### config.mk
export PLATFORM = sky130hd
export DESIGN_NAME = lom_cell
export DESIGN_NICKNAME = d
export VERILOG_FILES = /design/src/rtl/core/lom_pkg.sv /design/src/rtl/core/lom_cell.sv
export SDC_FILE = /design/constraint.sdc
export NUM_CORES = 1
export LEC_CHECK = 0
export BUFFER_PORTS_ARGS = -buffer_cell sky130_fd_sc_hd__buf_2
export CELL_PAD_IN_SITES_DETAIL_PLACEMENT = 1
export CELL_PAD_IN_SITES_GLOBAL_PLACEMENT = 1
export CORE_AREA = 4 4 194 196
export DETAILED_ROUTE_END_ITERATION = 7
export DIE_AREA = 0 0 198 200
export GPL_ROUTABILITY_DRIVEN = 0
export PLACE_DENSITY = 0.74
export SYNTH_ARGS = -nofsm -noshare
export SYNTH_HDL_FRONTEND = slang
export SYNTH_SLANG_ARGS = --single-unit
### constraint.sdc
create_clock -name clk -period 9.9 [get_ports clk]
set_input_delay 0.495 -clock clk [delete_from_list [all_inputs] [get_ports clk]]
set_output_delay 0.495 -clock clk [all_outputs]
set_load 0.01 [all_outputs]
### src/rtl/core/lom_pkg.sv
`default_nettype none

package lom_pkg;

	localparam int SLOT_IDX_W = 6;

	localparam logic [1:0] OP_MATCH  = 2'd0;
	localparam logic [1:0] OP_REST   = 2'd1;
	localparam logic [1:0] OP_CANCEL = 2'd2;
	localparam logic [1:0] OP_NONE   = 2'd3;

	localparam logic [2:0] KIND_TRADE     = 3'd0;
	localparam logic [2:0] KIND_RESTED    = 3'd1;
	localparam logic [2:0] KIND_FULL      = 3'd2;
	localparam logic [2:0] KIND_DUPLICATE = 3'd3;
	localparam logic [2:0] KIND_CANCELLED = 3'd4;
	localparam logic [2:0] KIND_NOT_FOUND = 3'd5;
	localparam logic [2:0] KIND_DONE      = 3'd6;

	typedef struct packed {
		logic [1:0]         operation;
		logic [31:0]        order_id;
		logic               is_buy;
		logic signed [31:0] price;
		logic [31:0]        quantity;
	} req_t;

	typedef struct packed {
		logic [2:0]         kind;
		logic [31:0]        buy_id;
		logic [31:0]        sell_id;
		logic signed [31:0] trade_price;
		logic [31:0]        amount;
		logic               last;
	} rsp_t;

	// broadcast to every cell during a sweep
	typedef struct packed {
		logic        buy;
		logic [31:0] id;
		logic [31:0] arrival;
	} query_t;

	typedef enum logic [3:0] {
		CMD_NONE  = 4'b0001,
		CMD_WRITE = 4'b0010,
		CMD_QTY   = 4'b0100,
		CMD_CLEAR = 4'b1000
	} cmd_op_t;

	typedef struct packed {
		cmd_op_t                op;
		logic [SLOT_IDX_W-1:0]  idx;
		logic [31:0]            id;
		logic signed [31:0]     price;
		logic [31:0]            qty;
		logic                   side;
		logic [31:0]            stamp;
	} cmd_t;

	// sweep record handed from cell to cell
	typedef struct packed {
		logic                   best_vld;
		logic [SLOT_IDX_W-1:0]  best_idx;
		logic [31:0]            best_id;
		logic signed [31:0]     best_price;
		logic [31:0]            best_qty;
		logic [31:0]            best_age;
		logic                   hit_vld;
		logic [SLOT_IDX_W-1:0]  hit_idx;
		logic                   free_vld;
		logic [SLOT_IDX_W-1:0]  free_idx;
	} carry_t;

endpackage

`default_nettype wire

### src/rtl/core/lom_cell.sv
`default_nettype none

module lom_cell import lom_pkg::*; #(
	parameter int INDEX = 0
) (
	input  wire logic   clk,
	input  wire logic   arst_n,
	input  wire query_t query,
	input  wire cmd_t   cmd,
	input  wire carry_t carry_in,
	output carry_t      carry_out
);

	localparam logic [SLOT_IDX_W-1:0] MY_IDX = SLOT_IDX_W'(INDEX);

	logic               vld_q;
	logic [31:0]        id_q;
	logic signed [31:0] price_q;
	logic [31:0]        qty_q;
	logic               side_q;
	logic [31:0]        stamp_q;

	logic        sel;
	logic [31:0] age;
	logic        elig;
	logic        better;
	carry_t      carry_d;

	assign sel = (cmd.idx == MY_IDX);

	always_ff @(posedge clk or negedge arst_n) begin
		if (!arst_n) begin
			vld_q <= 1'b0;
		end else if (sel) begin
			unique case (cmd.op)
				CMD_WRITE: vld_q <= 1'b1;
				CMD_QTY:   vld_q <= (cmd.qty != 32'd0);
				CMD_CLEAR: vld_q <= 1'b0;
				default:   vld_q <= vld_q;
			endcase
		end
	end

	always_ff @(posedge clk) begin
		if (sel && cmd.op == CMD_WRITE) begin
			id_q    <= cmd.id;
			price_q <= cmd.price;
			qty_q   <= cmd.qty;
			side_q  <= cmd.side;
			stamp_q <= cmd.stamp;
		end else if (sel && cmd.op == CMD_QTY) begin
			qty_q <= cmd.qty;
		end
	end

	assign age  = query.arrival - stamp_q;
	assign elig = vld_q && (side_q != query.buy);

	always_comb begin
		if (price_q != carry_in.best_price) begin
			better = query.buy ? (price_q < carry_in.best_price)
			                   : (price_q > carry_in.best_price);
		end else begin
			better = age > carry_in.best_age;
		end
	end

	always_comb begin
		carry_d = carry_in;
		if (elig && (!carry_in.best_vld || better)) begin
			carry_d.best_vld   = 1'b1;
			carry_d.best_idx   = MY_IDX;
			carry_d.best_id    = id_q;
			carry_d.best_price = price_q;
			carry_d.best_qty   = qty_q;
			carry_d.best_age   = age;
		end
		if (vld_q && !carry_in.hit_vld && id_q == query.id) begin
			carry_d.hit_vld = 1'b1;
			carry_d.hit_idx = MY_IDX;
		end
		if (!vld_q && !carry_in.free_vld) begin
			carry_d.free_vld = 1'b1;
			carry_d.free_idx = MY_IDX;
		end
	end

	always_ff @(posedge clk) begin
		carry_out <= carry_d;
	end

endmodule

`default_nettype wire

==> results.txt, run 1 <==
Distinct cells, synth -> 60
clk_lat worst skew -> 0.54 ns
Setup WS post-layout -> 3.573 ns
IO Pins -> 504
Synth area leader -> edfxtp_1
Critical Path Sink Type -> flip-flop
global-route wire length before repair -> 63,960 um
top-area cell type share of the netlist area -> 30.81%
initial antenna violation count -> 17
fin crit share -> 63.91%
post-route minimum period -> 6.327 ns
area of the core -> 0.03608 mm^2
final hold violation count -> 0
Die Area -> 0.03960 mm^2
Reg clk slew, reported paths -> 0.06 ns
Post-synth EDFFs -> 129
Cell Area, Synth -> 0.01257 mm^2
Leakage -> 7.669 nW
DIE HEIGHT -> 200 um
register area -> 0.006882 mm^2
CP cell instances -> ha_1, inv_1, fa_1, a211o_1, a21oi_1, o21ai_0, a31oi_1, o2111ai_1, a41o_1, a31oi_1, xnor2_1, ha_1, nand4_1, nor4_1, nand2_1, o211a_1, o221ai_1, nand3_1, nor2_4, buf_4, mux2_2
area of the multi-input gates -> 0.005175 mm^2
worst slack at placement -> 3.228 ns
via/cell ratio -> 4.875
TritonCTS clock tree -> built
nature of the critical path startpoint -> flip-flop
Total Neg Setup Slack -> 0 ns
total track usage -> 21.15%
Starting Density -> 34.85%
fillers -> 4,064
Setup violations, final -> 0
main flop type after synthesis -> dfxtp_1
clock sink count -> 279
largest net degree at the start of global routing -> 51
sequential element share of the synthesized area -> 54.73%
DR vias -> 10,080
maximum level of the CTS H-tree -> 2
Worst Path Arrival -> 6.74 ns
Avg Cell Area, Syn -> 12.15 um^2
post-cts sizing count -> 0
drc violations -> 0
Syn Inst Count -> 1,035
Critical Path Fanout Max -> 38
root buffer cell -> clkbuf_16
Power Total -> 2.837 mW
ys async rst share -> 0.3584%
row cnt -> 70
sw power -> 682.1 uW
die width -> 198 um
Final nets -> 2,011
1st-pass router iterations -> 6
worst-case clock buffer depth -> 3
Final HPWL DP -> 35,580 um
Slew Viols, Final -> 0
Slowest cell on crit path -> nor2_4
fin cells -> 2,067
r2r worst-path depth -> 21
Post-CTS Repair Setup Buffers -> 0
Mapped Nets -> 1,486
grt ovf -> 0
initial DRC count -> 366
area added between synthesis and finish -> 33.51%
worst rel slew slack -> 49.43%
YS warnings -> 0
Inst Count DP -> 1,991
Worst-Margin Slew -> 0.7540 ns
HP Class -> in -> reg
status -> complete, no violations
RSZ-0062 raised after global routing -> no
Reg power frac -> 44.0%
Clk pwr share -> 45.1%
Area contributors post-synth -> edfxtp_1 (31%), dfxtp_1 (24%), mux2_2 (11%), ha_1 (9.5%), inv_1 (3.3%)
IR drop worst, VDD -> 0.0001327 V
count leader, synth -> dfxtp_1
max_cap viols -> 0
Final Skew -> 0.02306 ns
Num CTS Buffers -> 34
Hold Path Stages -> 1
slowest stage delay, CP -> 0.64 ns
Achievable Freq -> 158.1 MHz
Crit Path Class -> reg -> reg
Antenna Nets Post-Route -> 0
average wire per standard cell -> 21.54 um
pwr/cell area -> 169.0 mW/mm^2
top post-synthesis cells by count -> dfxtp_1 (149), edfxtp_1 (129), mux2_2 (120), inv_1 (110), ha_1 (95)
Seq cells post-synth -> 279
combinational power share -> 10.9%
Switching Fraction -> 24.04%
port buffer count -> 503
final WL -> 44,530 um
layout cells sized above 1 -> 43.19%
vias in the first global route -> 11,160
Power Internal -> 2.155 mW
Worst EP required -> 10.31 ns
repair_timing:
action | 4_1_cts | 5_1_grt
endpoints found under the hold margin | 1 | 0
hold buffers | 1 | 0
endpoints found under the setup margin | 0 | 0
final cells by class:
type                            instances  share of cell area, %
Antenna cell                           13                 0.1938
Clock buffer                           45                  5.493
Clock inverter                         17                  1.274
Inverter                              110                  2.459
Multi-Input combinational cell        626                  30.82
Sequential cell                       279                  40.99
Tap cell                              468                  3.488
Timing Repair Buffer                  509                  15.28
critical path, delay by kind of cell (launching register included):
kind	cells	cell delay [ns]
AO/OA/AOI/OAI	9	2.25
adder cells (fa/ha/maj)	3	0.91
multiplexers	1	0.41
buffers and inverters	2	0.65
flip-flops	1	0.32
AND/OR/NAND/NOR	5	1.54
XOR/XNOR	1	0.10
path summary, 6_finish.rpt:
check	from	endpoint	slack (ns)
min in group asynchronous	arst_n	vld_q	0.36
max in group asynchronous	arst_n	vld_q	9.46
worst max-delay path	stamp_q[0]	carry_out[100]	3.57
worst min-delay path	cmd[118]	id_q[21]	0.13
worst min register to register	qty_q[23]	carry_out[69]	0.46
worst max register to register	stamp_q[0]	carry_out[100]	3.57
power by group through the flow:
stage / sequential, mW / clock [mW] / combinational (mW)
4_1_cts: 1.25 / 1.31 / 0.312
2_1_floorplan: 1.29 / 0 / 0.131
3_5_place_dp: 1.27 / 0 / 0.308
3_3_place_gp: 1.27 / 0 / 0.298
5_1_grt: 1.25 / 1.36 / 0.342
6_report: 1.25 / 1.28 / 0.310
metrics by stage:
step	util [%]	hold slack, ns	area [um^2]
floorplan	-	0.1994	12570
global placement	43.26	0.2731	15610
detailed placement	43.26	0.2722	15610
CTS	46.44	0.09104	16760
global route	46.50	0.09514	16780
finish	46.53	0.1270	16790
routing by layer:
layer	share of wire [%]	global-route usage (%)
met1	37	23.42
met2	51	37.63
met4	3.5	7.855
met5	0.17	0
met3	7.7	7.402
logic make-up (layout without fill, tap and decap cells):
logic type,after synthesis,after routing,share of synthesized area [%]
other,0,13,0
adders and majority gates,96,96,9.612
DFF,279,279,54.73
and+or+nand+nor,179,179,7.572
buffers and inverters,130,681,4.259
AOI/OAI and AO/OA,172,172,8.906
xor gates and xnor gates,55,55,3.831
muxes,124,124,11.09
sequential cells by signal (all words and copies together), names as in the netlist:
register / cells
side_q: 1
price_q: 32
carry_out: 149
qty_q: 32
vld_q: 1
id_q: 32
stamp_q: 32
cell usage in the layout (no fill, tap or decap), types with 12 or more instances in the layout:
cell type / n
mux2_2: 120
nand4_1: 24
dfxtp_1: 149
inv_1: 110
a21oi_1: 55
nor2_1: 27
nand2_1: 34
nor2b_1: 12
diode_2: 13
edfxtp_1: 129
xnor2_1: 41
xor2_1: 14
a21o_1: 22
nand3_1: 14
ha_1: 95
clkbuf_16: 34
and2_1: 12
o21ai_0: 27
buf_2: 503
Power figures use the tool's default switching activity.
==> run 2, diff against run 1 <==
CORE_AREA = not set   (was 4 4 194 196)
CORE_MARGIN = 4   (was not set)
CORE_UTILIZATION = 34   (was not set)
DIE_AREA = not set   (was 0 0 198 200)
PLACE_DENSITY = 0.75   (was 0.74)
clock period = 5.2 ns   (was 9.9 ns; I/O delays follow)
==> results.txt, run 2 (synthesis results as in run 1) <==
Inst Count DP -> 2,011 (+1.0%)
final WL -> 59,730 um (+34%)
die width -> 200.3 um (+1.2%)
final hold violation count -> 0 (unchanged)
post-route minimum period -> 5.046 ns (-1.281 ns)
CP cell instances -> inv_1, ha_1, nor2b_1, o31a_1, o2111ai_4, a211oi_2, buf_4, o21a_2, o2111ai_1, o211ai_1, ha_1, nand4_1, buf_4, inv_1, a221oi_1, o211a_1, o221ai_2, nand3_2, buf_6, nor2_4, buf_12, clkbuf_16, mux2_2
Leakage -> 9.118 nW (+19%)
worst rel slew slack -> 42.36% (-7.1 points)
area of the core -> 0.03652 mm^2 (+1.2%)
Num CTS Buffers -> 34 (unchanged)
Die Area -> 0.04012 mm^2 (+1.3%)
fillers -> 3,947 (-2.9%)
Slew Viols, Final -> 0 (unchanged)
max FFs per register -> 149 (unchanged)
worst hold margin -> 0.09109 ns (-0.03588 ns)
Reg clk slew, reported paths -> 0.06 ns (about the same)
Final nets -> 2,329 (+16%)
Achievable Freq -> 198.2 MHz (+25%)
commonest cells after routing, fill and taps aside -> buf_2 (503), dlygate4sd3_1 (279), dfxtp_1 (149), edfxtp_1 (129), mux2_2 (120)
average wire per standard cell -> 25.12 um (+17%)
drc violations -> 0 (unchanged)
worst-case clock buffer depth -> 3 (unchanged)
maximum level of the CTS H-tree -> 2 (unchanged)
Critical Path Sink Type -> flip-flop
clk_lat worst skew -> 0.53 ns (about the same)
layout cells sized above 1 -> 39.02% (-4.2 points)
total track usage -> 27.98% (+6.8 points)
initial antenna violation count -> 6 (-11)
via/cell ratio -> 5.102 (+4.7%)
grt ovf -> 0 (unchanged)
slowest stage delay, CP -> 0.36 ns (-0.28 ns)
IR drop worst, VDD -> 0.0002095 V (+58%)
Setup violations, final -> 0 (unchanged)
Final HPWL DP -> 36,480 um (+2.5%)
Starting Density -> 34.43% (-0.42 points)
Final Skew -> 0.02531 ns (+0.002251 ns)
IO Pins -> 504 (unchanged)
clock sink count -> 279 (unchanged)
Buffers & Inverters on Critical Path -> 7 (+5)
Worst-Margin Slew -> 0.8646 ns (+0.1106 ns)
Largest Register -> carry_out
Crit Path Class -> reg -> reg
pwr/cell area -> 279.4 mW/mm^2 (+65%)
port buffer count -> 503 (unchanged)
root buffer cell -> clkbuf_16
area added between synthesis and finish -> 60.32%
DR vias -> 12,130 (+20%)
status -> complete, no violations
TritonCTS clock tree -> built
Antenna Nets Post-Route -> 0 (unchanged)
largest net degree at the start of global routing -> 55 (+7.8%)
Worst Path Arrival -> 5.44 ns (-1.30 ns)
commonest non-fill, non-tap cell in the layout -> buf_2
global-route wire length before repair -> 87,060 um (+36%)
Slowest cell on crit path -> ha_1
vias in the first global route -> 13,840 (+24%)
Total Neg Setup Slack -> 0 ns (unchanged)
initial DRC count -> 536 (+46%)
Worst EP required -> 5.59 ns (-4.72 ns)
max_cap viols -> 0 (unchanged)
fin cells -> 2,378 (+15%)
DIE HEIGHT -> 200.3 um (+0.16%)
nature of the critical path startpoint -> flip-flop
HP Class -> in -> async
row cnt -> 70 (unchanged)
Critical Path Fanout Max -> 5 (-87%)
1st-pass router iterations -> 5 (-1)
fin crit share -> 97.03% (+33 points)
delay-heaviest family, CP -> compound AO/OA/AOI/OAI gates
## run 2: cell types whose count changed in the layout (fill, tap and decap cells not counted), sizes merged
cell	before	now
dlygate4sd3	1	279
bufinv	4	1
clkinvlp	3	0
buf	508	543
clkbuf	45	58
diode	13	6
inv	113	111
## run 2: worst reg2reg max path, stage by stage, from the launching register on
cell and delay (ns):
edfxtp_1 0.35, inv_1 0.13, ha_1 0.26, nor2b_1 0.15
o31a_1 0.35, o2111ai_4 0.27, a211oi_2 0.12, buf_4 0.18
o21a_2 0.26, o2111ai_1 0.23, o211ai_1 0.21, ha_1 0.36
nand4_1 0.16, buf_4 0.18, inv_1 0.04, a221oi_1 0.07
o211a_1 0.23, o221ai_2 0.20, nand3_2 0.12, buf_6 0.18
nor2_4 0.17, buf_12 0.17, clkbuf_16 0.16, mux2_2 0.34
## run 2: per-layer routing
layer  vias to the layer above  global-route usage (%)  part of all wire [%]
li1                       5445                       -                     -
met1                      5909                   29.61                    36
met2                       601                   52.47                    52
met3                       176                   6.103                   6.2
met4                         2                   13.69                   5.4
met5                         -                       0                 0.012
## run 2: cell type report
class                      count  area (um^2)  share of cell area, %
antenna                        6        15.01                0.07448
timing repair buffer         827         5837                  28.95
clock inverter                 9        71.32                 0.3538
tap                          468        585.6                  2.905
clock buffer                  53         1037                  5.145
inverter                     110        412.9                  2.048
multi-input combinational    626         5319                  26.38
sequential                   279         6882                  34.14
## run 2: through the flow
step,util [%],cell area [um^2],power (mW),worst slack (ns)
floorplan,-,12590,2.702,0.3344
CTS,54.24,19810,5.569,0.01141
global route,55.20,20160,5.819,-0.06916
detailed placement,43.27,15800,3.015,-0.1947
finish,55.20,20160,5.633,0.1542
global placement,43.27,15800,2.997,0.01829
## run 2: what timing repair did
action | CTS | global route
resized for setup | 7 | 30
cloned | 1 | 6
pin swaps | 5 | 13
setup endpoints to repair | 119 | 134
setup buffers | 4 | 10
hold buffers | 279 | 0
endpoints found under the hold margin | 279 | 0
## run 2: power breakdown
group	switching, mW	leakage [nW]	total (mW)	internal, mW
clock network	0.984	0.545	2.41	1.43
registers	0.0264	2.43	2.38	2.36
logic	0.398	6.14	0.840	0.442
## run 2: worst paths after layout
path                                    from             end  slack, ns  cells past startpoint
worst max-delay path              stamp_q[1]  carry_out[107]       0.15                     23
worst min-delay path                  arst_n           vld_q       0.09                      2
worst max register to register    stamp_q[1]  carry_out[107]       0.15                     23
worst min register to register     qty_q[23]   carry_out[69]       0.48                      1
max in group asynchronous             arst_n           vld_q       5.02                      2
min in group clk                carry_in[45]   carry_out[45]       0.12                      3
