### config.mk
export PLATFORM = sky130hd
export DESIGN_NAME = lom_ctrl
export DESIGN_NICKNAME = d
export VERILOG_FILES = /design/src/rtl/core/lom_pkg.sv /design/src/rtl/core/lom_ctrl.sv
export SDC_FILE = /design/constraint.sdc
export NUM_CORES = 1
export LEC_CHECK = 0
export ABC_AREA = 1
export BUFFER_PORTS_ARGS = -buffer_cell sky130_fd_sc_hd__buf_2
export CAP_MARGIN = 20
export CELL_PAD_IN_SITES_DETAIL_PLACEMENT = 1
export CELL_PAD_IN_SITES_GLOBAL_PLACEMENT = 1
export CORE_MARGIN = 5
export CORE_UTILIZATION = 34
export DETAILED_ROUTE_END_ITERATION = 16
export HOLD_SLACK_MARGIN = 0.15
export PLACE_DENSITY = 0.84
export SLEW_MARGIN = 10
export SYNTH_ARGS = -nofsm -noshare
export SYNTH_HDL_FRONTEND = slang
export SYNTH_SLANG_ARGS = --single-unit
### constraint.sdc
create_clock -name clk -period 4.75 [get_ports clk]
set_input_delay 0.475 -clock clk [delete_from_list [all_inputs] [get_ports clk]]
set_output_delay 0.475 -clock clk [all_outputs]
set_load 0.01 [all_outputs]
### src/rtl/core/lom_pkg.sv
`default_nettype none

package lom_pkg;

	localparam int SLOT_IDX_W = 6;

	localparam logic [1:0] OP_MATCH  = 2'd0;
	localparam logic [1:0] OP_REST   = 2'd1;
	localparam logic [1:0] OP_CANCEL = 2'd2;
	localparam logic [1:0] OP_NONE   = 2'd3;

	localparam logic [2:0] KIND_TRADE     = 3'd0;
	localparam logic [2:0] KIND_RESTED    = 3'd1;
	localparam logic [2:0] KIND_FULL      = 3'd2;
	localparam logic [2:0] KIND_DUPLICATE = 3'd3;
	localparam logic [2:0] KIND_CANCELLED = 3'd4;
	localparam logic [2:0] KIND_NOT_FOUND = 3'd5;
	localparam logic [2:0] KIND_DONE      = 3'd6;

	typedef struct packed {
		logic [1:0]         operation;
		logic [31:0]        order_id;
		logic               is_buy;
		logic signed [31:0] price;
		logic [31:0]        quantity;
	} req_t;

	typedef struct packed {
		logic [2:0]         kind;
		logic [31:0]        buy_id;
		logic [31:0]        sell_id;
		logic signed [31:0] trade_price;
		logic [31:0]        amount;
		logic               last;
	} rsp_t;

	// broadcast to every cell during a sweep
	typedef struct packed {
		logic        buy;
		logic [31:0] id;
		logic [31:0] arrival;
	} query_t;

	typedef enum logic [3:0] {
		CMD_NONE  = 4'b0001,
		CMD_WRITE = 4'b0010,
		CMD_QTY   = 4'b0100,
		CMD_CLEAR = 4'b1000
	} cmd_op_t;

	typedef struct packed {
		cmd_op_t                op;
		logic [SLOT_IDX_W-1:0]  idx;
		logic [31:0]            id;
		logic signed [31:0]     price;
		logic [31:0]            qty;
		logic                   side;
		logic [31:0]            stamp;
	} cmd_t;

	// sweep record handed from cell to cell
	typedef struct packed {
		logic                   best_vld;
		logic [SLOT_IDX_W-1:0]  best_idx;
		logic [31:0]            best_id;
		logic signed [31:0]     best_price;
		logic [31:0]            best_qty;
		logic [31:0]            best_age;
		logic                   hit_vld;
		logic [SLOT_IDX_W-1:0]  hit_idx;
		logic                   free_vld;
		logic [SLOT_IDX_W-1:0]  free_idx;
	} carry_t;

endpackage

`default_nettype wire

### src/rtl/core/lom_ctrl.sv
`default_nettype none

module lom_ctrl import lom_pkg::*; #(
	parameter int ORDER_SLOTS = 32
) (
	input  wire logic   clk,
	input  wire logic   arst_n,
	input  wire logic   req_valid,
	output logic        req_ready,
	input  wire req_t   req,
	output logic        rsp_valid,
	input  wire logic   rsp_ready,
	output rsp_t        rsp,
	output query_t      query,
	output cmd_t        cmd,
	input  wire carry_t result
);

	localparam int CW = $clog2(ORDER_SLOTS + 1);

	typedef enum logic [1:0] {
		ST_IDLE = 2'b01,
		ST_SCAN = 2'b10
	} state_t;

	state_t             st_q;
	logic [CW-1:0]      cnt_q;
	logic [CW-1:0]      n_q;
	logic [31:0]        arrival_q;
	logic               out_vld_q;
	rsp_t               out_q;

	logic [1:0]         op_q;
	logic [31:0]        id_q;
	logic               buy_q;
	logic signed [31:0] price_q;
	logic [31:0]        qty_q;

	logic        take_req;
	logic        out_free;
	logic        scan_done;
	logic        act;
	logic [31:0] fill;
	logic        crosses;
	logic        match_go;
	rsp_t        rsp_d;
	cmd_t        cmd_d;

	assign req_ready = (st_q == ST_IDLE);
	assign take_req  = req_valid && req_ready;
	assign out_free  = !out_vld_q || rsp_ready;
	assign scan_done = (cnt_q == CW'(ORDER_SLOTS));
	assign act       = (st_q == ST_SCAN) && scan_done && out_free;

	assign fill     = (qty_q < result.best_qty) ? qty_q : result.best_qty;
	assign crosses  = buy_q ? (price_q >= result.best_price) : (price_q <= result.best_price);
	assign match_go = (qty_q != 32'd0) && (n_q != CW'(ORDER_SLOTS)) && result.best_vld
		&& crosses;

	assign query.buy     = buy_q;
	assign query.id      = id_q;
	assign query.arrival = arrival_q;

	always_comb begin
		rsp_d             = '0;
		rsp_d.buy_id      = id_q;
		rsp_d.last        = 1'b1;
		cmd_d             = '0;
		cmd_d.op          = CMD_NONE;
		cmd_d.id          = id_q;
		cmd_d.price       = price_q;
		cmd_d.qty         = qty_q;
		cmd_d.side        = buy_q;
		cmd_d.stamp       = arrival_q;
		unique case (op_q)
			OP_MATCH: begin
				if (match_go) begin
					rsp_d.kind        = KIND_TRADE;
					rsp_d.buy_id      = buy_q ? id_q : result.best_id;
					rsp_d.sell_id     = buy_q ? result.best_id : id_q;
					rsp_d.trade_price = result.best_price;
					rsp_d.amount      = fill;
					rsp_d.last        = 1'b0;
					cmd_d.op          = CMD_QTY;
					cmd_d.idx         = result.best_idx;
					cmd_d.qty         = result.best_qty - fill;
				end else begin
					rsp_d.kind        = KIND_DONE;
					rsp_d.trade_price = price_q;
					rsp_d.amount      = qty_q;
				end
			end
			OP_REST: begin
				rsp_d.trade_price = price_q;
				rsp_d.amount      = qty_q;
				if (result.hit_vld) begin
					rsp_d.kind = KIND_DUPLICATE;
				end else if (!result.free_vld) begin
					rsp_d.kind = KIND_FULL;
				end else begin
					rsp_d.kind = KIND_RESTED;
					cmd_d.op   = CMD_WRITE;
					cmd_d.idx  = result.free_idx;
				end
			end
			OP_CANCEL: begin
				if (result.hit_vld) begin
					rsp_d.kind = KIND_CANCELLED;
					cmd_d.op   = CMD_CLEAR;
					cmd_d.idx  = result.hit_idx;
				end else begin
					rsp_d.kind = KIND_NOT_FOUND;
				end
			end
			default: rsp_d.kind = KIND_NOT_FOUND;
		endcase
	end

	always_comb begin
		cmd = cmd_d;
		if (!act) begin
			cmd.op = CMD_NONE;
		end
	end

	always_ff @(posedge clk or negedge arst_n) begin
		if (!arst_n) begin
			st_q      <= ST_IDLE;
			cnt_q     <= '0;
			n_q       <= '0;
			arrival_q <= '0;
			out_vld_q <= 1'b0;
		end else begin
			if (act) begin
				out_vld_q <= 1'b1;
			end else if (out_vld_q && rsp_ready) begin
				out_vld_q <= 1'b0;
			end
			unique case (st_q)
				ST_IDLE: begin
					if (take_req && req.operation != OP_NONE) begin
						st_q  <= ST_SCAN;
						cnt_q <= '0;
						n_q   <= '0;
					end
				end
				ST_SCAN: begin
					if (!scan_done) begin
						cnt_q <= cnt_q + CW'(1);
					end else if (out_free) begin
						if (op_q == OP_MATCH && match_go) begin
							n_q   <= n_q + CW'(1);
							cnt_q <= '0;
						end else begin
							st_q <= ST_IDLE;
						end
						if (cmd_d.op == CMD_WRITE) begin
							arrival_q <= arrival_q + 32'd1;
						end
					end
				end
				default: st_q <= ST_IDLE;
			endcase
		end
	end

	always_ff @(posedge clk) begin
		if (take_req) begin
			op_q    <= req.operation;
			id_q    <= req.order_id;
			buy_q   <= req.is_buy;
			price_q <= req.price;
			qty_q   <= req.quantity;
		end else if (act && op_q == OP_MATCH && match_go) begin
			qty_q <= qty_q - fill;
		end
		if (act) begin
			out_q <= rsp_d;
		end
	end

	assign rsp_valid = out_vld_q;
	assign rsp       = out_q;

endmodule

`default_nettype wire

==> results of run 1 <==
## cells in the mapped netlist (all sizes together)
cell	n
o221a	1
clkbuf	39
nand3	185
xor2	35
nand2	790
and2	5
a21oi	79
ha	86
o211ai	2
o21ai	158
buf	96
mux2i	32
and3	5
or2	6
nor4	15
nand4	83
a31oi	4
nor3b	1
o21a	6
o21bai	9
o22ai	21
nand3b	4
a211oi	4
o221ai	1
edfxtp	231
dfstp	1
nor3	30
a21boi	3
inv	354
xnor2	19
clkinv	1
o31ai	2
dfrtp	46
nor2	169
## registers in the layout (all words and copies together) (netlist names)
signal	flops
price_q	32
qty_q	32
st_q	2
arrival_q	32
op_q	2
buy_q	1
rsp_valid	1
n_q	6
rsp	132
cnt_q	6
id_q	32
## routing by layer
layer	global-route usage	up-vias	routed length (um)
li1	-	9508	-
met5	0	-	39
met2	0.425	857	41300
met1	0.332	10219	36200
met4	0.0901	8	3740
met3	0.0607	178	7000
## stage by stage
stage / hold slack, ns / instances / setup WS (ns)
2_1_floorplan: 0.179 / 2523 / 0.804
3_3_place_gp: 0.467 / 3739 / 0.214
3_5_place_dp: 0.486 / 3739 / 0.109
4_1_cts: 0.150 / 3879 / -0.00930
5_1_grt: 0.212 / 3929 / -0.119
6_report: 0.206 / 3933 / 0.0954
## worst max path at each step
stage | slack [ns] | startpoint | end
after floorplan | 0.80 | result[99] | qty_q[0]$_DFFE_PP_
after global placement | 0.21 | result[77] | cmd[63]
after detailed placement | 0.11 | result[77] | cmd[59]
after CTS | -0.009 | qty_q[27]$_DFFE_PP_ | cmd[63]
after global routing | -0.12 | qty_q[23]$_DFFE_PP_ | cmd[63]
final | 0.1 | qty_q[23]$_DFFE_PP_ | cmd[63]
## cell type report
cell class / instances / area (um2) / share of cell area
Sequential cell: 278 / 8110 / 0.319
Timing Repair Buffer: 701 / 4230 / 0.166
Antenna cell: 14 / 35.0 / 0.00138
Inverter: 355 / 1340 / 0.0526
Clock inverter: 22 / 259 / 0.0102
Clock buffer: 43 / 937 / 0.0369
Multi-Input combinational cell: 1755 / 9540 / 0.375
Tap cell: 765 / 957 / 0.0377
## layout by cell type, fill, tap and decap left out, types with 15 or more instances in the layout
master / instances
a21oi_1: 69
buf_2: 552
buf_4: 68
clkbuf_16: 40
dfrtp_1: 46
dlygate4sd3_1: 68
edfxtp_1: 231
ha_1: 79
inv_1: 328
inv_2: 24
mux2i_1: 32
nand2_1: 754
nand2_2: 31
nand3_1: 177
nand4_1: 65
nand4_2: 15
nor2_1: 136
nor2_2: 26
nor3_1: 22
o21ai_0: 138
o21ai_1: 16
o22ai_1: 21
xnor2_1: 19
xor2_1: 35
## worst max-delay path, cell delays in order, from the launching register on
cell,delay [ns]
edfxtp_1,0.51
ha_4,0.27
nand2_1,0.06
inv_1,0.04
nor2_1,0.10
o21a_1,0.13
nand2_1,0.09
a21oi_4,0.29
nand2_8,0.12
buf_12,0.17
nand2_1,0.06
o21ai_0,0.11
ha_1,0.39
nand2_2,0.10
nor3_4,0.20
inv_1,0.09
nor3_4,0.12
inv_1,0.05
nor2_1,0.09
nand2_1,0.08
nand3_1,0.09
nand3_2,0.11
nand2_2,0.15
inv_1,0.05
buf_2,0.13
## kinds of logic (layout without fill, tap and decap cells)
logic type	after synthesis	in the layout	synth area share
muxes	32	32	0.0164
xor gates and xnor gates	54	54	0.0241
DFF	278	278	0.414
adders and majority gates	86	86	0.0549
other	0	14	0
AOI/OAI and AO/OA	290	290	0.0805
buffers and inverters	490	1121	0.112
and+or+nand+nor	1293	1293	0.297
## what timing repair did
item | CTS | global route
setup buffers | 8 | 35
endpoints found under the setup margin | 20 | 20
pin swaps | 6 | 12
endpoints found under the hold margin | 67 | 46
gates cloned | 0 | 4
gates resized for setup | 22 | 40
hold buffers | 67 | 1
## report_power, final
part,switching (mW),internal (mW)
clock,1.16,1.69
combinational,6.86,3.36
sequential,0.396,3.20
==> impl_metrics.json, run 1 <==
{
  "layout_worst_path_cycle_share": 0.980,
  "antenna_found_initial": 21,
  "area.growth.synth_to_final_pct": 29.7,
  "boundaryPins": 590,
  "register_bit_total_from_synthesis": 278,
  "timing.critical_path.fanout_max": 18,
  "finish.utilization": 0.443,
  "netlist.area_leader.share": 0.354,
  "run_status": "finished clean",
  "postSynthAreaPerCell_um2": 7.76,
  "standard_cell_rows": 88,
  "design.die.area_um2": 62500,
  "vias_in_the_first_global_route": 20281,
  "min_to": "qty_q[23]$_DFFE_PP_",
  "final_setup_violating_endpoints": 0,
  "ctsRootBufferMaster": "clkbuf_16",
  "synth_seq_area_share": 0.414,
  "postRouteWirelength_um": 88300,
  "clkSlewWorstSetupHoldPaths_ns": 0.07,
  "total_leakage_power_nw": 12.9,
  "antenna_violating_nets_post_route": 0,
  "cp_data_arrival_time_ns": 4.18,
  "finalNetCount": 3465,
  "totalPowerFinal_mw": 16.7,
  "start_util": 0.341,
  "drv_slew": 0,
  "min-delay-start": "req[23]",
  "syn_nets": 2861,
  "power.ir.vdd_worst_mv": 0.285,
  "via_count": 20770,
  "maxSlewHeadroom": 0.349,
  "drc": 0,
  "route.detailed.wl_per_inst_um": 22.5,
  "cap_violations": 0,
  "total_number_of_clock_tree_sinks": 278,
  "die_h_um": 250,
  "setup-tns-final_ns": 0,
  "end_kind": "output pin",
  "cts_made_buffers": 36,
  "start_kind": "flip-flop",
  "global_route.overflow_total": 0,
  "critPathRequiredTime_ns": 4.28,
  "grt_pass1_wl_um": 125000,
  "grt_setup_unrepaired": "true",
  "detailed_place.area_um2": 22800,
  "synth.largest_area_cell": "edfxtp_1",
  "htreeDepth": 2,
  "synthDistinctLibCells": 54,
  "layout_min_cycle_time_ns": 4.65,
  "synthTopCellsByArea": "edfxtp_1 (35%), nand2_1 (15%), inv_1 (6.3%)",
  "number_of_buffer_cells_added_on_primary_ports": 557,
  "fin_worst_skew_ns": 0.0213,
  "min_delay_path_depth": 3,
  "achievable-frequency_ghz": 0.215,
  "synth_cells": 2523,
  "hold_class": "in2reg",
  "detailed_place_hpwl_um": 65200,
  "worst_slew_pin_slew_ns": 0.976,
  "finalHoldViolations": 0,
  "drive_above_1_share": 0.268,
  "timing.rr.end": "qty_q[28]$_DFFE_PP_",
  "final_wtd_congestion": 0.934,
  "grt_util_all_layers": 0.257,
  "worst_r2r_path_depth": 25,
  "worst-r2r-setup-slack_ns": 0.80,
  "cts_tree": "built",
  "syn_area_um2": 19600,
  "power.density_nw_per_um2": 656,
  "synthesis.yosys.warnings": 0,
  "core_region_area_um2": 57400,
  "drt-vias-per-instance": 5.28,
  "clk-insertion-delay-late_ns": 0.55,
  "drt_first_iter_violations": 1484,
  "stdcell_area_um2": 25400,
  "drtPass1Iterations": 5,
  "critical_setup_path_class": "reg2out",
  "die_x_um": 250,
  "timing.rr.start": "qty_q[15]$_DFFE_PP_",
  "nFillCells": 7111,
  "max-clock-path-buffers": 3,
  "grt_start_max_net_pins": 134
}
Note: power is estimated with default switching activity, not from simulation.
==> run 2: changes to the inputs <==
--- a/config.mk
+++ b/config.mk
@@ -8,13 +8,11 @@
 export ABC_AREA = 1
 export BUFFER_PORTS_ARGS = -buffer_cell sky130_fd_sc_hd__buf_2
 export CAP_MARGIN = 20
-export CELL_PAD_IN_SITES_DETAIL_PLACEMENT = 1
-export CELL_PAD_IN_SITES_GLOBAL_PLACEMENT = 1
-export CORE_MARGIN = 5
-export CORE_UTILIZATION = 34
+export CORE_AREA = 5 5 227 229
 export DETAILED_ROUTE_END_ITERATION = 16
+export DIE_AREA = 0 0 232 234
 export HOLD_SLACK_MARGIN = 0.15
-export PLACE_DENSITY = 0.84
+export PLACE_DENSITY = 0.73
 export SLEW_MARGIN = 10
 export SYNTH_ARGS = -nofsm -noshare
 export SYNTH_HDL_FRONTEND = slang
==> impl_metrics.json, run 2 (synthesized netlist as in run 1, its figures left out) <==
{
  "max-clock-path-buffers": 3,
  "worst_r2r_path_depth": 15,
  "detailed_place_hpwl_um": 56400,
  "start_util": 0.396,
  "finish.utilization": 0.512,
  "totalPowerFinal_mw": 16.4,
  "mostFrequentLayoutCell": "nand2_1",
  "start_kind": "flip-flop",
  "power.density_nw_per_um2": 646,
  "cts_made_buffers": 36,
  "standard_cell_rows": 82,
  "preCtsSetupSlack_ns": 0.346,
  "layout_worst_path_cycle_share": 0.974,
  "drc": 0,
  "finalNetCount": 3463,
  "cp_data_arrival_time_ns": 4.15,
  "achievable-frequency_ghz": 0.216,
  "drv_slew": 0,
  "final_wtd_congestion": 0.984,
  "maxSlewHeadroom": 0.392,
  "clkSlewWorstSetupHoldPaths_ns": 0.06,
  "critPathRequiredTime_ns": 4.28,
  "cap_violations": 0,
  "total_number_of_clock_tree_sinks": 278,
  "groute.layer.met2.usage": 0.385,
  "postRouteWirelength_um": 75100,
  "ctsRootBufferMaster": "clkbuf_16",
  "vias_in_the_first_global_route": 17719,
  "worst_slew_pin_slew_ns": 0.912,
  "drive_above_1_share": 0.271,
  "grt_util_all_layers": 0.256,
  "drt-vias-per-instance": 5.19,
  "htreeDepth": 2,
  "end_kind": "output pin",
  "nFillCells": 4690,
  "fin_worst_skew_ns": 0.0196,
  "drt_first_iter_violations": 2202,
  "place_inst": 3650,
  "fin_cells": 3835,
  "number_of_buffer_cells_added_on_primary_ports": 557,
  "cts_tree": "built",
  "via_count": 19919,
  "route.detailed.wl_per_inst_um": 19.6,
  "layout_common_cells": "nand2_1 (745), buf_2 (553), inv_1 (329)",
  "boundaryPins": 590,
  "clk-insertion-delay-late_ns": 0.56,
  "die_x_um": 232,
  "timing.critical_path.fanout_max": 20,
  "layout_min_cycle_time_ns": 4.63,
  "min_delay_path_depth": 3,
  "grt_pass1_wl_um": 106000,
  "gr-max-usage-layer": "met2",
  "die_h_um": 234,
  "drtPass1Iterations": 6,
  "core_region_area_um2": 49500,
  "finalHoldWorstSlack_ns": 0.180,
  "hold_class": "in2reg",
  "largest_reg_flops": 132,
  "antenna_found_initial": 18,
  "design.die.area_um2": 54300,
  "gr-usage-met3": 0.0696,
  "run_status": "finished clean",
  "antenna_violating_nets_post_route": 0,
  "critical_setup_path_class": "reg2out",
  "total_leakage_power_nw": 12.9,
  "met1_usage": 0.350,
  "setup_ws_ns": 0.123,
  "finalHoldViolations": 0,
  "global_route.overflow_total": 0,
  "power.ir.vdd_worst_mv": 0.327,
  "final_setup_violating_endpoints": 0,
  "grt_start_max_net_pins": 134,
  "area.growth.synth_to_final_pct": 29.3
}
==> run 2: changes by cell type in the layout (fill, tap and decap cells not counted), moves of 4 or more <==
cell | before | now
nor2_1 | 136 | 129
nand2_1 | 754 | 745
ha_1 | 79 | 83
ha_4 | 6 | 2
clkinv_2 | 3 | 7
nor2_4 | 5 | 10
clkinv_1 | 8 | 4
nand2_2 | 31 | 40
==> run 2: path summary, 6_finish.rpt <==
kind / from / endpoint / slack [ns]
worst max-delay path: qty_q[17]$_DFFE_PP_ / cmd[55] / 0.12
worst min-delay path: req[1] / qty_q[1]$_DFFE_PP_ / 0.18
worst max register to register: price_q[31]$_DFFE_PP_ / n_q[0]$_DFFE_PN0P_ / 0.71
worst min register to register: st_q[1]$_DFFE_PN0P_ / st_q[0]$_DFFE_PN1P_ / 0.47
max in group asynchronous: arst_n / st_q[0]$_DFFE_PN1P_ / 3.75
min in group asynchronous: arst_n / arrival_q[28]$_DFFE_PN0P_ / 0.41
==> run 2: repair_timing <==
action | CTS | global route
endpoints found under the hold margin | 68 | 0
setup buffers | 11 | 24
setup endpoints to repair | 10 | 19
pin swaps | 2 | 16
gates cloned | 3 | 2
hold buffers | 68 | 0
gates resized for setup | 5 | 67
==> run 2: per-stage QoR <==
step / cell area, um2 / setup TNS (ns)
final: 25300 / 0
after global routing: 25300 / -0.100
after CTS: 24800 / 0
after detailed placement: 22700 / 0
after global placement: 22700 / 0
after floorplan: 19600 / 0
==> run 2: metal layers <==
metal,routed length (um),vias to the layer above
met2,33200,1023
li1,-,9527
met5,92,-
met4,3280,12
met1,30200,9195
met3,8320,162
==> run 2: critical path, stage by stage, from the launching register on <==
cell	delay (ns)
edfxtp_1	0.52
ha_1	0.35
a21oi_1	0.15
o21ai_1	0.08
nand2_1	0.06
nand2_1	0.08
a21oi_4	0.16
buf_12	0.17
buf_12	0.17
nand4_1	0.22
nand2_1	0.16
inv_1	0.05
ha_1	0.18
inv_1	0.06
nand2_2	0.09
nand3_1	0.11
nand3_2	0.11
nand2_1	0.12
nand2_2	0.10
nand2_1	0.09
nand2_1	0.06
nand2_1	0.06
nand3_1	0.09
nand2_2	0.14
inv_1	0.05
buf_2	0.13
==> run 2: layout make-up <==
| class | count | area [um2] | share of cell area |
|---|---|---|---|
| antenna | 11 | 27.5 | 0.00109 |
| clock buffer | 41 | 940 | 0.0371 |
| tap | 672 | 841 | 0.0332 |
| multi-input combinational | 1757 | 9570 | 0.378 |
| inverter | 355 | 1340 | 0.0528 |
| clock inverter | 24 | 314 | 0.0124 |
| sequential | 278 | 8110 | 0.320 |
| timing repair buffer | 697 | 4190 | 0.165 |
==> run 2: power by group <==
part	total (mW)	switching, mW	leakage [nW]	internal, mW
sequential	3.55	0.350	2.75	3.20
clock	2.92	1.15	0.610	1.77
combinational	9.89	6.55	9.53	3.33
